`config.mk`:
```
export PLATFORM = sky130hd
export DESIGN_NAME = fifo_page_replacement_core
export DESIGN_NICKNAME = d
export VERILOG_FILES = /design/src/hw/rtl/fpr_pkg.sv /design/src/hw/rtl/fpr_frame_store.sv /design/src/hw/rtl/fpr_ctrl.sv /design/src/hw/rtl/fifo_page_replacement_core.sv
export SDC_FILE = /design/constraint.sdc
export NUM_CORES = 1
export LEC_CHECK = 0
export ABC_AREA = 0
export BUFFER_PORTS_ARGS = -buffer_cell sky130_fd_sc_hd__buf_2
export CAP_MARGIN = 10
export CORE_MARGIN = 3
export CORE_UTILIZATION = 25
export DETAILED_ROUTE_END_ITERATION = 6
export SLEW_MARGIN = 20
export SYNTH_ARGS = -nofsm -noshare
export SYNTH_HDL_FRONTEND = slang
export SYNTH_HIERARCHICAL = 1
export SYNTH_SLANG_ARGS = --single-unit
```
`constraint.sdc`:
```
create_clock -name clk -period 4.6 [get_ports clk]
set_clock_uncertainty 0.1 [all_clocks]
set_input_delay 0.92 -clock clk [delete_from_list [all_inputs] [get_ports clk]]
set_output_delay 0.92 -clock clk [all_outputs]
set_load 0.05 [all_outputs]
```
`src/hw/rtl/fpr_pkg.sv`:
```
// ----------------------------------------------------------------------------
// fpr_pkg: shared types and constants for the FIFO page replacement core
// Holds field widths, default sizes, sequencer states and the store control
// group used between the controller and the frame store.
// ----------------------------------------------------------------------------
package fpr_pkg;

	localparam int MAX_FRAMES_DEF = 16;
	localparam int PAGE_BITS_DEF  = 16;

	localparam int CFG_W   = 5;
	localparam int PAGE_W  = 16;
	localparam int SLOT_W  = 4;
	localparam int CNT_W   = 32;

	localparam logic [CFG_W-1:0] CFG_RESET = CFG_W'(4);

	typedef enum logic [1:0] {
		ST_IDLE,
		ST_SCAN,
		ST_EVICT
	} state_t;

	typedef struct packed {
		logic rd_en;
		logic wr_en;
	} store_ctl_t;

	function automatic logic [CNT_W-1:0] sat_inc(input logic [CNT_W-1:0] v);
		return (&v) ? v : v + CNT_W'(1);
	endfunction

endpackage

```
`src/hw/rtl/fpr_frame_store.sv`:
```
// ----------------------------------------------------------------------------
// fpr_frame_store: resident page memory with per-frame valid bits
// One write and one registered read per cycle. Valid bits clear on reset and
// are set by every write; the read returns the valid bit with the page.
// ----------------------------------------------------------------------------
module fpr_frame_store
	import fpr_pkg::*;
#(
	parameter int DEPTH = MAX_FRAMES_DEF,
	parameter int AW    = 4,
	parameter int DW    = PAGE_BITS_DEF
) (
	input  logic          clk,
	input  logic          arst_n,
	input  store_ctl_t    ctl,
	input  logic [AW-1:0] rd_addr,
	input  logic [AW-1:0] wr_addr,
	input  logic [DW-1:0] wr_data,
	output logic [DW-1:0] rd_data,
	output logic          rd_valid
);

	logic [DW-1:0]    mem [DEPTH];
	logic [DEPTH-1:0] valid_q;
	logic [DW-1:0]    rd_data_q;
	logic             rd_valid_q;

	always_ff @(posedge clk) begin
		if (ctl.wr_en) begin
			mem[wr_addr] <= wr_data;
		end
		if (ctl.rd_en) begin
			rd_data_q <= mem[rd_addr];
		end
	end

	always_ff @(posedge clk or negedge arst_n) begin
		if (!arst_n) begin
			valid_q    <= '0;
			rd_valid_q <= 1'b0;
		end else begin
			if (ctl.wr_en) begin
				valid_q[wr_addr] <= 1'b1;
			end
			if (ctl.rd_en) begin
				rd_valid_q <= valid_q[rd_addr];
			end
		end
	end

	assign rd_data  = rd_data_q;
	assign rd_valid = rd_valid_q;

endmodule

```
`src/hw/rtl/fpr_ctrl.sv`:
```
// ----------------------------------------------------------------------------
// fpr_ctrl: lookup sequencer with shared page comparator
// Walks the active frames one read per cycle, compares each returned page,
// then fills the next empty frame or replaces the oldest one on a fault.
// ----------------------------------------------------------------------------
module fpr_ctrl
	import fpr_pkg::*;
#(
	parameter int MAX_FRAMES = MAX_FRAMES_DEF,
	parameter int PAGE_BITS  = PAGE_BITS_DEF,
	parameter int AW         = 4
) (
	input  logic                 clk,
	input  logic                 arst_n,
	input  logic                 start,
	input  logic [PAGE_W-1:0]    page_number,
	input  logic [CFG_W-1:0]     frames_in_use,
	output logic                 busy,
	output store_ctl_t           st_ctl,
	output logic [AW-1:0]        st_rd_addr,
	output logic [AW-1:0]        st_wr_addr,
	output logic [PAGE_BITS-1:0] st_wr_data,
	input  logic [PAGE_BITS-1:0] st_rd_data,
	input  logic                 st_rd_valid,
	output logic                 fire,
	output logic                 res_hit,
	output logic [SLOT_W-1:0]    res_slot,
	output logic                 res_evicted_valid,
	output logic [PAGE_W-1:0]    res_evicted_page,
	output logic [CNT_W-1:0]     res_fault_count,
	output logic [CNT_W-1:0]     res_reference_count
);

	localparam int CW = $clog2(MAX_FRAMES + 1);

	state_t               state_q, state_d;
	logic [PAGE_BITS-1:0] page_q;
	logic [CW-1:0]        n_q;
	logic [CW-1:0]        idx_q;
	logic [CW-1:0]        filled_q;
	logic [AW-1:0]        oldest_q;
	logic [AW-1:0]        slot_q;
	logic                 pend_s1;
	logic [AW-1:0]        cidx_s1;
	logic [CNT_W-1:0]     faults_q;
	logic [CNT_W-1:0]     refs_q;

	logic [CNT_W-1:0] cfg_wide;
	logic [CW-1:0]    act_n;
	logic             match;
	logic             scan_end;
	logic             table_full;
	logic [AW-1:0]    old_slot;
	logic [AW-1:0]    oldest_next;
	logic             scan_issue;
	logic             do_fill;
	logic             do_evict_rd;
	logic             fault;
	logic [AW-1:0]    slot;

	// A frame count of zero acts as one; anything above the store size is clipped.
	always_comb begin
		cfg_wide = CNT_W'(frames_in_use);
		if (cfg_wide == '0) begin
			act_n = CW'(1);
		end else if (cfg_wide > CNT_W'(MAX_FRAMES)) begin
			act_n = CW'(MAX_FRAMES);
		end else begin
			act_n = CW'(frames_in_use);
		end
	end

	assign match      = pend_s1 && st_rd_valid && (st_rd_data == page_q);
	assign scan_end   = (idx_q == n_q);
	assign table_full = (filled_q >= n_q);
	assign old_slot   = (CW'(oldest_q) < n_q) ? oldest_q : '0;
	assign oldest_next = ((CW'(old_slot) + CW'(1)) < n_q) ? old_slot + AW'(1) : '0;

	always_comb begin
		state_d           = state_q;
		st_ctl            = '0;
		st_rd_addr        = idx_q[AW-1:0];
		st_wr_addr        = slot_q;
		scan_issue        = 1'b0;
		do_fill           = 1'b0;
		do_evict_rd       = 1'b0;
		fault             = 1'b0;
		fire              = 1'b0;
		res_hit           = 1'b0;
		res_evicted_valid = 1'b0;
		res_evicted_page  = '0;
		slot              = cidx_s1;
		unique case (state_q)
			ST_IDLE: begin
				if (start) begin
					state_d = ST_SCAN;
				end
			end
			ST_SCAN: begin
				if (match) begin
					fire    = 1'b1;
					res_hit = 1'b1;
					state_d = ST_IDLE;
				end else if (scan_end) begin
					if (!table_full) begin
						do_fill       = 1'b1;
						fault         = 1'b1;
						fire          = 1'b1;
						slot          = filled_q[AW-1:0];
						st_ctl.wr_en  = 1'b1;
						st_wr_addr    = filled_q[AW-1:0];
						state_d       = ST_IDLE;
					end else begin
						// Fetch the victim so its page can be reported next cycle.
						do_evict_rd  = 1'b1;
						st_ctl.rd_en = 1'b1;
						st_rd_addr   = old_slot;
						state_d      = ST_EVICT;
					end
				end else begin
					scan_issue   = 1'b1;
					st_ctl.rd_en = 1'b1;
				end
			end
			ST_EVICT: begin
				fault             = 1'b1;
				fire              = 1'b1;
				slot              = slot_q;
				st_ctl.wr_en      = 1'b1;
				res_evicted_valid = st_rd_valid;
				res_evicted_page  = st_rd_valid ? PAGE_W'(st_rd_data) : '0;
				state_d           = ST_IDLE;
			end
			default: begin
				state_d = ST_IDLE;
			end
		endcase
	end

	always_ff @(posedge clk or negedge arst_n) begin
		if (!arst_n) begin
			state_q  <= ST_IDLE;
			n_q      <= CW'(1);
			idx_q    <= '0;
			filled_q <= '0;
			oldest_q <= '0;
			pend_s1  <= 1'b0;
			faults_q <= '0;
			refs_q   <= '0;
		end else begin
			state_q <= state_d;
			pend_s1 <= scan_issue;
			if (state_q == ST_IDLE && start) begin
				n_q   <= act_n;
				idx_q <= '0;
			end else if (scan_issue) begin
				idx_q <= idx_q + CW'(1);
			end
			if (do_fill) begin
				filled_q <= filled_q + CW'(1);
			end
			if (do_evict_rd) begin
				oldest_q <= oldest_next;
			end
			if (fire) begin
				refs_q <= sat_inc(refs_q);
			end
			if (fault) begin
				faults_q <= sat_inc(faults_q);
			end
		end
	end

	always_ff @(posedge clk) begin
		if (state_q == ST_IDLE && start) begin
			page_q <= PAGE_BITS'(page_number);
		end
		cidx_s1 <= idx_q[AW-1:0];
		if (do_evict_rd) begin
			slot_q <= old_slot;
		end
	end

	assign busy                = (state_q != ST_IDLE);
	assign st_wr_data          = page_q;
	assign res_slot            = SLOT_W'(slot);
	assign res_fault_count     = fault ? sat_inc(faults_q) : faults_q;
	assign res_reference_count = sat_inc(refs_q);

endmodule

```
`src/hw/rtl/fifo_page_replacement_core.sv`:
```
// ----------------------------------------------------------------------------
// fifo_page_replacement_core: FIFO page replacement engine
// Looks up one page reference per item among the active frames, fills or
// replaces a frame on a fault, and reports the result with running counts.
// ----------------------------------------------------------------------------
//
//   Channel   Handshake           Payload
//   -------   ------------------  ------------------------------------------
//   input     start, busy         page_number
//   result    done (strobe)       hit, frame_slot, evicted_valid,
//                                 evicted_page, fault_count, reference_count
//   config    cfg_we              cfg_wdata (frames in use)
//
// A hit ends the walk at the matching frame; a fault walks all active
// frames, then fills the next empty frame or, once the table is full,
// replaces the oldest. The store's single read port paces the walk at one
// frame per cycle. busy is high from the cycle after start until done rises.
// Reset clears the valid bits, pointers, counters and sets four frames.
// done lasts one cycle and cannot be held off.
//
module fifo_page_replacement_core
	import fpr_pkg::*;
#(
	parameter int MAX_FRAMES = MAX_FRAMES_DEF,
	parameter int PAGE_BITS  = PAGE_BITS_DEF
) (
	input  logic              clk,
	input  logic              arst_n,
	input  logic              start,
	output logic              busy,
	input  logic [PAGE_W-1:0] page_number,
	input  logic              cfg_we,
	input  logic [CFG_W-1:0]  cfg_wdata,
	output logic              done,
	output logic              hit,
	output logic [SLOT_W-1:0] frame_slot,
	output logic              evicted_valid,
	output logic [PAGE_W-1:0] evicted_page,
	output logic [CNT_W-1:0]  fault_count,
	output logic [CNT_W-1:0]  reference_count
);

	localparam int AW = (MAX_FRAMES > 1) ? $clog2(MAX_FRAMES) : 1;

	logic [CFG_W-1:0]     frames_q;
	store_ctl_t           st_ctl;
	logic [AW-1:0]        st_rd_addr;
	logic [AW-1:0]        st_wr_addr;
	logic [PAGE_BITS-1:0] st_wr_data;
	logic [PAGE_BITS-1:0] st_rd_data;
	logic                 st_rd_valid;
	logic                 fire;
	logic                 res_hit;
	logic [SLOT_W-1:0]    res_slot;
	logic                 res_evicted_valid;
	logic [PAGE_W-1:0]    res_evicted_page;
	logic [CNT_W-1:0]     res_fault_count;
	logic [CNT_W-1:0]     res_reference_count;

	logic                 done_q;
	logic                 hit_q;
	logic [SLOT_W-1:0]    slot_q;
	logic                 ev_valid_q;
	logic [PAGE_W-1:0]    ev_page_q;
	logic [CNT_W-1:0]     faults_q;
	logic [CNT_W-1:0]     refs_q;

	fpr_frame_store #(
		.DEPTH (MAX_FRAMES),
		.AW    (AW),
		.DW    (PAGE_BITS)
	) u_store (
		.clk      (clk),
		.arst_n   (arst_n),
		.ctl      (st_ctl),
		.rd_addr  (st_rd_addr),
		.wr_addr  (st_wr_addr),
		.wr_data  (st_wr_data),
		.rd_data  (st_rd_data),
		.rd_valid (st_rd_valid)
	);

	fpr_ctrl #(
		.MAX_FRAMES (MAX_FRAMES),
		.PAGE_BITS  (PAGE_BITS),
		.AW         (AW)
	) u_ctrl (
		.clk                 (clk),
		.arst_n              (arst_n),
		.start               (start),
		.page_number         (page_number),
		.frames_in_use       (frames_q),
		.busy                (busy),
		.st_ctl              (st_ctl),
		.st_rd_addr          (st_rd_addr),
		.st_wr_addr          (st_wr_addr),
		.st_wr_data          (st_wr_data),
		.st_rd_data          (st_rd_data),
		.st_rd_valid         (st_rd_valid),
		.fire                (fire),
		.res_hit             (res_hit),
		.res_slot            (res_slot),
		.res_evicted_valid   (res_evicted_valid),
		.res_evicted_page    (res_evicted_page),
		.res_fault_count     (res_fault_count),
		.res_reference_count (res_reference_count)
	);

	always_ff @(posedge clk or negedge arst_n) begin
		if (!arst_n) begin
			frames_q <= CFG_RESET;
			done_q   <= 1'b0;
		end else begin
			done_q <= fire;
			if (cfg_we) begin
				frames_q <= cfg_wdata;
			end
		end
	end

	always_ff @(posedge clk) begin
		if (fire) begin
			hit_q      <= res_hit;
			slot_q     <= res_slot;
			ev_valid_q <= res_evicted_valid;
			ev_page_q  <= res_evicted_page;
			faults_q   <= res_fault_count;
			refs_q     <= res_reference_count;
		end
	end

	assign done            = done_q;
	assign hit             = hit_q;
	assign frame_slot      = slot_q;
	assign evicted_valid   = ev_valid_q;
	assign evicted_page    = ev_page_q;
	assign fault_count     = faults_q;
	assign reference_count = refs_q;

endmodule
```
======== Yosys cells after proc, flatten, opt, wreduce, memory -nomap -nowiden ========
Memory sizes are Yosys's and may differ from the RTL's. A register that Yosys moved wholly into a read port is not among the register bits.
Cells that the tools add are included.
cells by class
  add/subtract/negate cells ............... 6
  reductions and logical operators ........ 12
  bitwise gates (word level) .............. 1
  multipliers ............................. 0
  magnitude comparators ................... 7
  div/mod/pow operators ................... 0
  shift-type cells ........................ 0
  equality and inequality tests ........... 6
  muxes and demuxes ....................... 51
operator list
  operator                                                                             number
  32-bit 2-to-1 mux                                                                    3
  32-bit by 1-bit adder with 32-bit output, second input constant                      2
  32-bit AND reduction                                                                 2
  4-bit 2-to-1 mux                                                                     13
  5-bit 2-to-1 mux                                                                     4
  1-bit 2-to-1 mux                                                                     19
  16-bit == test                                                                       1
  16-bit bitwise OR                                                                    1
  5-bit by 1-bit adder with 5-bit output, second input constant                        2
  4-bit by 5-bit less-than comparator with 1-bit output, second input constant         2
  2-bit 2-to-1 mux                                                                     5
  4-bit case mux with 2 select lines                                                   1
  1-bit case mux with 2 select lines                                                   3
  4-bit by 1-bit adder with 5-bit output, second input constant                        1
  5-bit == test                                                                        1
  5-bit greater-or-equal comparator                                                    1
  5-bit > comparator, second input constant                                            1
  5-bit logical NOT                                                                    1
  4-bit by 5-bit less-than comparator with 1-bit output                                1
  5-bit less-than comparator                                                           1
  4-bit by 1-bit adder with 4-bit output, second input constant                        1
  1-bit binary-select mux with 4-bit select                                            1
  1-bit demux with 4-bit select                                                        1
  4-bit by 1-bit greater-or-equal comparator with 1-bit output, second input constant  1
  other kinds (9)                                                                      14
word-level totals
  bits in latches ......................... 0
  memories kept ........................... 1
  word-level logic and storage cells ...... 105
  ROM bits ................................ 0
  RAM bits ................................ 256
  register bits after elaboration ......... 219
  input port bits ......................... 25
memory list
  memory       depth  bits a word  read ports  clocked after memory_dff  wr ports  line                   text
  u_store.mem  16     16           1           1                         1         fpr_frame_store.sv:23  logic [DW-1:0] mem [DEPTH];

======== Depth between registers and ports, before layout ========
Gate-level depths: netlist (run 1).
  word-level depth ........................ 10
  mapped depth ............................ 17

======== Cells and area by module ========
The synthesis (run 1) kept the hierarchy.
by module, submodules not included
  module                      seq. area each (µm²)  area an instance (µm²)  times used  cells an instance
  fpr_frame_store             8593.2                10857.9                 1           435
  fpr_ctrl                    2834.0                6117.1                  1           595
  fifo_page_replacement_core  2733.9                2790.2                  1           97

======== Least setup slack after synthesis (run 1) ========
OpenSTA, ideal clock, no wires.
  kind .................................... register to register
  start point ............................. register u_ctrl.page_q[6], in the netlist u_ctrl/st_wr_data[6]
  end point ............................... memory u_store/mem[0][0] (netlist name) (enable)
  buffers on the path ..................... 0
  stages on the path, launching flop included .. 8
  slack ................................... 309 ps
  data required time ...................... 4089 ps
  data arrival time ....................... 3780 ps
  period minus slack after synthesis ...... 4291 ps
  path through ............................ edfxtp_1 -> xor2_1 -> nor4b_1 -> nand4_1 -> o211ai_1 -> mux2_2 -> or3b_1 -> nor3_1
on the way
  elaborated cells on any way between the ends .. 8
RTL lines
  what                     line                              text
  start, declared          fpr_ctrl.sv:37                    logic [PAGE_BITS-1:0] page_q;
  start signal, assigned   fpr_ctrl.sv:176                   page_q <= PAGE_BITS'(page_number);
  16-bit == test           fpr_ctrl.sv:73                    assign match = pend_s1 && st_rd_valid && (st_rd_data == page_q);
  1-bit logical AND        fpr_ctrl.sv:73
  4-bit 2-to-1 mux         fpr_ctrl.sv:100                   if (match) begin
  4-bit 2-to-1 mux         fpr_ctrl.sv:93                    unique case (state_q)
  named net st_wr_addr[2]  fifo_page_replacement_core.sv:48  logic [AW-1:0] st_wr_addr;
  end, declared            fpr_frame_store.sv:23
The timed path passes the listed nets, and every way through them passes these cells.

======== Worst setup path in the final report (run 1) ========
  start point ............................. register u_ctrl.page_q[14], in the netlist u_ctrl/st_wr_data[14]
  end point ............................... memory u_store/mem[3][0] (netlist name) (enable)
Same word-level chain as after synthesis.

==> results of run 1 <==
[cell type report]
| class | instances | share of cell area [%] |
|---|---|---|
| flip-flops and latches | 491 | 59.95 |
| multi-input cells | 580 | 22.69 |
| clock buffers | 58 | 5.646 |
| well taps | 1040 | 5.509 |
| repair buffers | 160 | 4.121 |
| clock inverters | 39 | 1.721 |
| inverters | 21 | 0.3443 |
| diodes | 2 | 0.02119 |
[path summary, 6_finish.rpt]
kind | end | slack, ns | depth (start not counted)
max | u_store/mem[3][0] | 0.28 | 8
min | u_store/valid_q[9] | 0.36 | 1
max reg2reg | u_store/mem[3][0] | 0.28 | 8
min reg2reg | u_store/valid_q[9] | 0.36 | 1
max in group asynchronous | u_store/valid_q[6] | 3.12 | 2
min in group asynchronous | u_ctrl/faults_q[8] | 0.38 | 1
[flip-flops by register name, summed over array words and instances (netlist names), 16 cells and up]
signal and count:
u_store/rd_data 16, u_ctrl/faults_q 32, reference_count 32, u_store/valid_q 16, u_store/mem 256, u_ctrl/st_wr_data 16
u_ctrl/refs_q 32, fault_count 32, evicted_page 16
[metal layers]
metal  part of all wire [%]  track usage, %  wire length, um  vias to the layer above
li1                       -               -                -                     4694
met1                     45           15.24            20640                     5396
met2                     47           17.65            21730                      309
met3                    5.9           2.419             2737                       68
met4                    2.5           3.322             1173                        0
met5                      0               0                0                        -
[cell usage in the layout (no fill, tap or decap), types with 6 or more instances in the layout]
cell type and count:
mux2_2 10, clkinv_2 12, o21ai_0 6, edfxtp_1 378, a21oi_1 6, and2_1 11, ha_1 20, xnor2_1 60
buf_2 111, nand2b_1 8, clkinv_1 10, or2_1 19, mux2_1 6, xor2_1 59, nand3_1 31, clkbuf_16 52
nor2_1 62, a22o_1 9, inv_1 19, mux4_2 84, bufinv_16 7, dfrtp_1 107, nand2_1 52, nand4_1 16
nor3_1 12, and3_1 28, buf_4 45
[metrics by stage]
step | std cells | power (mW) | worst slack [ns]
floorplan | 1127 | 8.051 | 0.3091
global placement | 2292 | 8.950 | 0.3832
detailed placement | 2292 | 9.011 | 0.4079
CTS | 2389 | 13.33 | 0.3692
global route | 2389 | 13.76 | 0.02486
finish | 2391 | 13.14 | 0.2802
[power groups by stage]
| stage | clock network [mW] | registers, mW | logic (mW) |
|---|---|---|---|
| global placement | 0 | 5.84 | 3.11 |
| floorplan | 0 | 6.06 | 1.99 |
| finish | 4.26 | 5.76 | 3.11 |
| CTS | 4.40 | 5.77 | 3.16 |
| global route | 4.57 | 5.82 | 3.37 |
| detailed placement | 0 | 5.86 | 3.15 |
[cells by family (layout without fill, tap and decap cells)]
family	Yosys count	in the layout
compound gates	54	54
xor+xnor	119	119
fa+ha+maj	20	20
buf+inv	56	278
flops	491	491
mux	105	105
other cells	0	2
simple gates	282	282
==> reports/results.txt, run 1 <==
Status: complete, no violations
Sum Neg Setup Slack: 0 ns
Vias: 10,470
NetSw: 3.947 mW
Count leader, synth: edfxtp_1
CTS tree: built
Critical Path Start: u_ctrl/st_wr_data[14]
Slew headroom: 38.11%
Sequential Power Share: 43.9%
Std cell rows: 102
Area of the multi-input gates: 5359 um^2
Initial antenna violation count: 2
CP bufs+invs: 1
H-tree depth: 2
WP data arrival: 4.47 ns
First-pass GRT wire length: 68.83 mm
RSZ-0062 raised after global routing: no
Power Density: 556.1 nW/um^2
Multiplexer area fraction after synthesis: 10.74%
Simple-gate share of the synthesized area: 7.653%
Hold WS: 0.3600 ns
Synth top area share: 57.43%
Worst r2r src: u_ctrl/st_wr_data[14]
Top Ports: 113
Routed WL: 46.28 mm
Largest net degree at the start of global routing: 68
Final HPWL DP: 29.47 mm
VDD IR max: 0.2795 mV
Final Util: 30.34%
CP max stage delay: 0.78 ns
Fill count: 7,634
Post-synth EDFFs: 378
Synth top cells by count: edfxtp_1, dfrtp_1, mux4_2
Synth Area in Compound Gates: 2.057%
Sw frac: 30.05%
Clock sink count: 491
Total CTS buffers: 52
All-Layer GR Usage: 11.11%
Hold Crit Start: u_store/valid_q[9]
Leakage power: 8.623 nW
Ratio of final minimum period to clock period: 93.91%
Clock latency on the worst-skew pair: 0.59 ns
Critical path startpoint category: register
Synth warnings: 6
Post-Synth XOR/XNOR Area: 5.273%
# DRC: 0
GRT overflow: 0
IO Port Bufs: 112
Clock power frac: 32.4%
Core region area: 77,850 um^2
Seq/Total Area, Yosys: 71.65%
Post-CTS sizing: 0
Ranking of synthesized cells by area: edfxtp_1, dfrtp_1, mux4_2
Vias in the first global route: 10,590
Initial DRT Pass Iterations: 5
Critical Path RT: 4.75 ns
Clock buffer depth: 3
Max Slew Vio Count: 0
Min cycle time layout: 4.320 ns
Flops & latches, synth: 491
Final instance area: 23,620 um^2
Comb pwr share: 23.7%
Max Clock Freq: 0.2315 GHz
Unique masters post-synth: 65
Die height: 287.2 um
Post-Syn Area per Cell: 17.54 um^2
Final hold viol count: 0
CP Max Fanout: 17
Die area: 82,470 um^2
Detailed Route Iter0 Violations: 800
Hold buffer count at CTS: 0
Top_reg_cell synth: edfxtp_1
Area Overhead vs Synth: 19.51%
Max-cap check violation count: 0
Nets: 1,351
Combinational family with the most area after synthesis: multiplexers
Avg WL per Cell: 19.36 um
Routed Antenna Nets: 0
GPL Wtd Cong: 0.7763
Worst Setup End Kind: register
Setup violators final: 0
Vias per cell: 4.378
Root buf cell: clkbuf_16
Number of setup buffers added after CTS: 0
Synth async-reset ratio: 22.20%
Die width: 287.2 um
Share of cells above drive strength 1: 26.46%
Adder-cell share of the synthesized area: 1.266%
Syn nets: 1,172
Crit path max-delay cell type: o211ai_1
Top cell type by total area after synthesis: edfxtp_1
Placed Instance Area: 21,880 um^2
Worst Tran Pin Value: 0.9284 ns
Reg clk slew, reported paths: 0.06 ns
Mapped cell area: 19,770 um^2
Crit Path Category: reg2reg
Crit-path leading delay family: simple AND/OR/NAND/NOR gates
Initial Util: 25.39%
Pint: 9.188 mW
Sequential cell area: 14,160 um^2
Mapped Cells: 1,127
Hold WC Path Type: reg2reg
Worst-path cell chain: xor2_1 > nor4_1 > nand4_1 > o211ai_1 > mux2_2 > or3b_1 > nor2_1 > buf_4
(Power assumes the default switching activity.)
==> run 2, diff against run 1 <==
- SETUP_SLACK_MARGIN: unset -> 0.5
- SYNTH_HIERARCHICAL: 1 -> unset
==> reports/results.txt, run 2 <==
CTS tree: built
Routed Antenna Nets: 0
Ranking of synthesized cells by area: edfxtp_1, dfrtp_1, xnor2_1
Number of flip-flops in the largest register: 256
GRT overflow: 0
Sum Neg Setup Slack: 0 ns
Synth warnings: 0
Status: complete, no violations
Critical path startpoint category: register
CP Max Fanout: 17
H-tree depth: 2
WP data arrival: 4.09 ns
Non-filler cells, final: 2,654
Vias: 11,860
Share of cells above drive strength 1: 19.05%
Max Clock Freq: 0.2609 GHz
Final HPWL DP: 30.67 mm
Area of the multi-input gates: 5505 um^2
Die area: 83,620 um^2
Final hold viol count: 0
Slew headroom: 36.08%
Power Density: 568.5 nW/um^2
Die width: 289.2 um
Initial antenna violation count: 2
Nets: 1,606
Total CTS buffers: 51
Leakage power: 8.898 nW
Clock buffer depth: 3
Setup WS pre-CTS: 0.6587 ns
Synth top area share: 56.62%
Placed Instances: 2,557
Max-cap check violation count: 0
Flops & latches, synth: 491
Die height: 289.2 um
Syn nets: 1,443
Routed WL: 48.49 mm
Vias per cell: 4.470
Mapped Cells: 1,398
Synth top cells by count: edfxtp_1, nand2_1, dfrtp_1
Core region area: 79,260 um^2
Commonest non-fill, non-tap cell in the layout: edfxtp_1
Hold buffer count at CTS: 0
Worst Setup End Kind: register
Final Util: 30.21%
Root buf cell: clkbuf_16
Largest net degree at the start of global routing: 69
Vias in the first global route: 12,270
Post-synth EDFFs: 378
Worst Tran Pin Value: 0.9578 ns
Seq/Total Area, Yosys: 70.64%
Setup violators final: 0
# DRC: 0
Hold WC Path Type: in2async
All-Layer GR Usage: 11.52%
Reg clk slew, reported paths: 0.06 ns
Pwr Total: 13.61 mW
Initial Util: 25.29%
Area Overhead vs Synth: 19.43%
Most frequent cells in the layout: edfxtp_1, nand2_1, buf_2
Worst r2r src: u_ctrl.st_wr_data[15]
IO Port Bufs: 112
GPL Wtd Cong: 0.7880
Biggest register: u_store.mem
Post-Syn Area per Cell: 14.34 um^2
Top cell type by total area after synthesis: edfxtp_1
Min cycle time layout: 3.833 ns
Count leader, synth: edfxtp_1
Setup ws final: 0.7669 ns
Mapped cell area: 20,050 um^2
Synth async-reset ratio: 22.20%
Fill count: 7,845
Clock sink count: 491
First-pass GRT wire length: 73.89 mm
Critical Path Start: u_ctrl.st_wr_data[15]
Avg WL per Cell: 18.27 um
Top Ports: 113
Clock latency on the worst-skew pair: 0.61 ns
Critical Path RT: 4.86 ns
Detailed Route Iter0 Violations: 894
Unique masters post-synth: 55
RSZ-0062 raised after global routing: no
VDD IR max: 0.3025 mV
Initial DRT Pass Iterations: 5
Top_reg_cell synth: edfxtp_1
Crit Path Category: reg2reg
Max Slew Vio Count: 0
Std cell rows: 103
Ratio of final minimum period to clock period: 83.33%
Sequential cell area: 14,160 um^2
[run 2: final timing paths]
kind                                      end  cells past startpoint  slack [ns]
max                        u_store.rd_data[9]                     11        0.77
min                         u_ctrl.refs_q[14]                      1        0.37
max reg2reg                u_store.rd_data[9]                     11        0.77
min reg2reg                u_store.valid_q[7]                      1        0.37
max in group asynchronous         frames_q[2]                      2        3.08
min in group clk           u_store.valid_q[7]                      1        0.37
[run 2: timing repair]
item	4_1_cts	5_1_grt
setup buffers	0	1
endpoints found under the hold margin	0	0
endpoints found under the setup margin	0	154
resized for setup	0	4
[run 2: kinds of logic after synthesis]
logic type / Yosys count / synth area share [%]
and+or+nand+nor: 449 / 11.20
adders and majority gates: 20 / 1.248
xor gates and xnor gates: 118 / 5.155
buffers and inverters: 87 / 1.997
DFF: 491 / 70.64
AOI/OAI and AO/OA: 165 / 6.098
muxes: 68 / 3.664
[run 2: final cells by class]
class	instances	share of cell area, %
Timing Repair Buffer	173	5.153
Tap cell	1050	5.487
Clock buffer	61	5.529
Clock inverter	32	1.270
Sequential cell	491	59.15
Multi-Input combinational cell	820	22.99
Inverter	24	0.3867
Antenna cell	3	0.03136
[run 2: critical path: stages, from the launching register on]
cell and delay [ns]:
edfxtp_1 0.65, xnor2_1 0.36, nand4_1 0.14, nor4_1 0.29
nand4_1 0.23, nand3_2 0.28, mux2_4 0.43, buf_4 0.24
and2_1 0.18, a211oi_1 0.29, o32ai_1 0.13, a221o_1 0.26
[run 2: report_power, final]
group          internal [mW]  total, mW  switching [mW]
clock                   2.21       4.01            1.81
combinational           1.32       3.72            2.40
sequential              5.49       5.88           0.392
total                   9.01       13.6            4.60
[run 2: layer usage]
layer	up-vias	GRT usage [%]	wire length, um	share of wire [%]
li1	5523	-	-	-
met5	-	0	0	0
met3	73	1.975	2585	5.3
met2	338	20.17	24140	50
met1	5930	14.31	20330	42
met4	0	4.032	1438	3.0
[run 2: metrics by stage]
step | hold slack [ns] | cell area [um^2]
detailed placement | 0.3528 | 22290
finish | 0.3670 | 23940
global route | 0.3541 | 23930
CTS | 0.3499 | 23920
global placement | 0.3512 | 22290
floorplan | 0.2454 | 20050
==> run 3, diff against run 2 <==
- clock period: 4.6 -> 3.6 ns (I/O delays scaled with it)
==> reports/results.txt, run 3 (same netlist as run 2, synthesis figures left out) <==
Routed WL: 59.67 mm
Final Util: 35.35%
Vias in the first global route: 12,970
GRT overflow: 0
Pwr Total: 20.33 mW
Avg WL per Cell: 20.85 um
Biggest register: u_store.mem
Root buf cell: clkbuf_16
Total CTS buffers: 52
Sw frac: 33.68%
Max-cap check violation count: 0
Non-filler cells, final: 2,862
Nets: 1,814
Std cell rows: 103
Ratio of final minimum period to clock period: 98.01%
Clock power frac: 26.5%
RR Endpoint: u_store.mem[13][9]
Leakage power: 10.68 nW
First-pass GRT wire length: 82.74 mm
Clock sink count: 491
Critical Path RT: 3.83 ns
Slew headroom: 47.31%
GPL Wtd Cong: 0.8082
N_diodes: 0
Sequential Power Share: 36.5%
Clock buffer depth: 3
CTS tree: built
Die area: 83,620 um^2
Area Overhead vs Synth: 39.78%
FF-to-FF path depth: 14
Hold buffer count at CTS: 0
Max Clock Freq: 0.2834 GHz
Clock latency on the worst-skew pair: 0.61 ns
Final hold viol count: 0
VDD IR max: 0.4087 mV
Share of cells above drive strength 1: 35.26%
Largest net degree at the start of global routing: 57
Worst Setup End Kind: register
Status: complete, no violations
NetSw: 6.849 mW
Top Ports: 113
# DRC: 0
Crit path max-delay cell type: edfxtp_1
Vias: 13,380
Critical Path Start: u_ctrl.st_wr_data[9]
Routed Antenna Nets: 0
Detailed Route Iter0 Violations: 1,074
H-tree depth: 2
Most frequent cells in the layout: edfxtp_1, nand2_1, buf_4
Initial antenna violation count: 4
Pint: 13.48 mW
Max Slew Vio Count: 0
Critical path startpoint category: register
Placed Instances: 2,617
Min cycle time layout: 3.528 ns
WP data arrival: 3.76 ns
CP max stage delay: 0.52 ns
Initial DRT Pass Iterations: 5
Comb pwr share: 37.0%
All-Layer GR Usage: 13.25%
Die width: 289.2 um
Final HPWL DP: 33.01 mm
Power Density: 725.6 nW/um^2
Commonest non-fill, non-tap cell in the layout: edfxtp_1
Worst Tran Pin Value: 0.7904 ns
Worst r2r src: u_ctrl.st_wr_data[9]
R2R Setup Slk: 0.07 ns
Crit Path Category: reg2reg
Setup violators final: 0
RSZ-0062 raised after global routing: yes
Number of flip-flops in the largest register: 256
Vias per cell: 4.675
Reg clk slew, reported paths: 0.06 ns
Core region area: 79,260 um^2
IO Port Bufs: 112
Initial Util: 25.29%
Worst-path cell chain: xnor2_1 > nand4_1 > nor4_2 > nand4_1 > buf_6 > buf_4 > and3_4 > buf_12 > nor4bb_4 > o21ai_4 > buf_6 > nor2_4 > buf_4 > buf_16
Hold WC Path Type: in2async
Die height: 289.2 um
CP Max Fanout: 5
[run 3: through the flow]
stage | hold slack, ns | worst slack, ns | cell area (um^2) | setup TNS [ns]
floorplan | 0.2454 | 0.1823 | 20120 | 0
global placement | 0.3526 | -0.1023 | 23000 | -0.1968
detailed placement | 0.3560 | -0.04217 | 23000 | -0.04217
CTS | 0.09161 | 0.1364 | 26820 | 0
global route | 0.1242 | -0.03913 | 28020 | -0.3332
finish | 0.08196 | 0.07156 | 28020 | 0
[run 3: layout make-up]
type	count	area (um^2)
fillers	7387	51240
well taps	1050	1314
clock buffers	69	1405
multi-input cells	822	6539
flip-flops and latches	491	14160
clock inverters	28	329.1
inverters	24	105.1
repair buffers	378	4168
[run 3: repair_timing]
item | in CTS | in global routing
gates cloned | 30 | 10
setup buffers | 63 | 45
resized for setup | 159 | 165
pin swaps | 41 | 38
endpoints found under the setup margin | 437 | 481
[run 3: power by group through the flow]
stage / sequential, mW / clock (mW) / combinational, mW
after global routing: 7.47 / 5.72 / 7.94
after detailed placement: 7.51 / 0 / 5.49
after floorplan: 7.98 / 0 / 2.85
after CTS: 7.40 / 5.51 / 6.71
after global placement: 7.51 / 0 / 5.41
final: 7.43 / 5.38 / 7.53
[run 3: worst max path at each step]
stage,end,depth (start not counted)
after floorplan,u_store.mem[2][0],10
after global placement,u_store.rd_data[4],15
after detailed placement,u_store.rd_data[4],15
after CTS,u_store.rd_data[11],15
after global routing,u_store.mem[1][14],15
final,u_store.mem[13][9],14
[run 3: critical path, delay by kind of cell, from the launching register on]
kind	cells	cell delay, ns
XOR/XNOR	1	0.24
AO/OA/AOI/OAI	1	0.15
flip-flops	1	0.52
AND/OR/NAND/NOR	6	1.29
buffers and inverters	6	0.94
[run 3: per-layer routing]
layer / track usage (%) / wire length (um) / part of all wire (%)
met2: 22.45 / 28780 / 48
met3: 2.376 / 4219 / 7.1
met4: 5.418 / 2939 / 4.9
met5: 0 / 0 / 0
met1: 16.71 / 23730 / 40
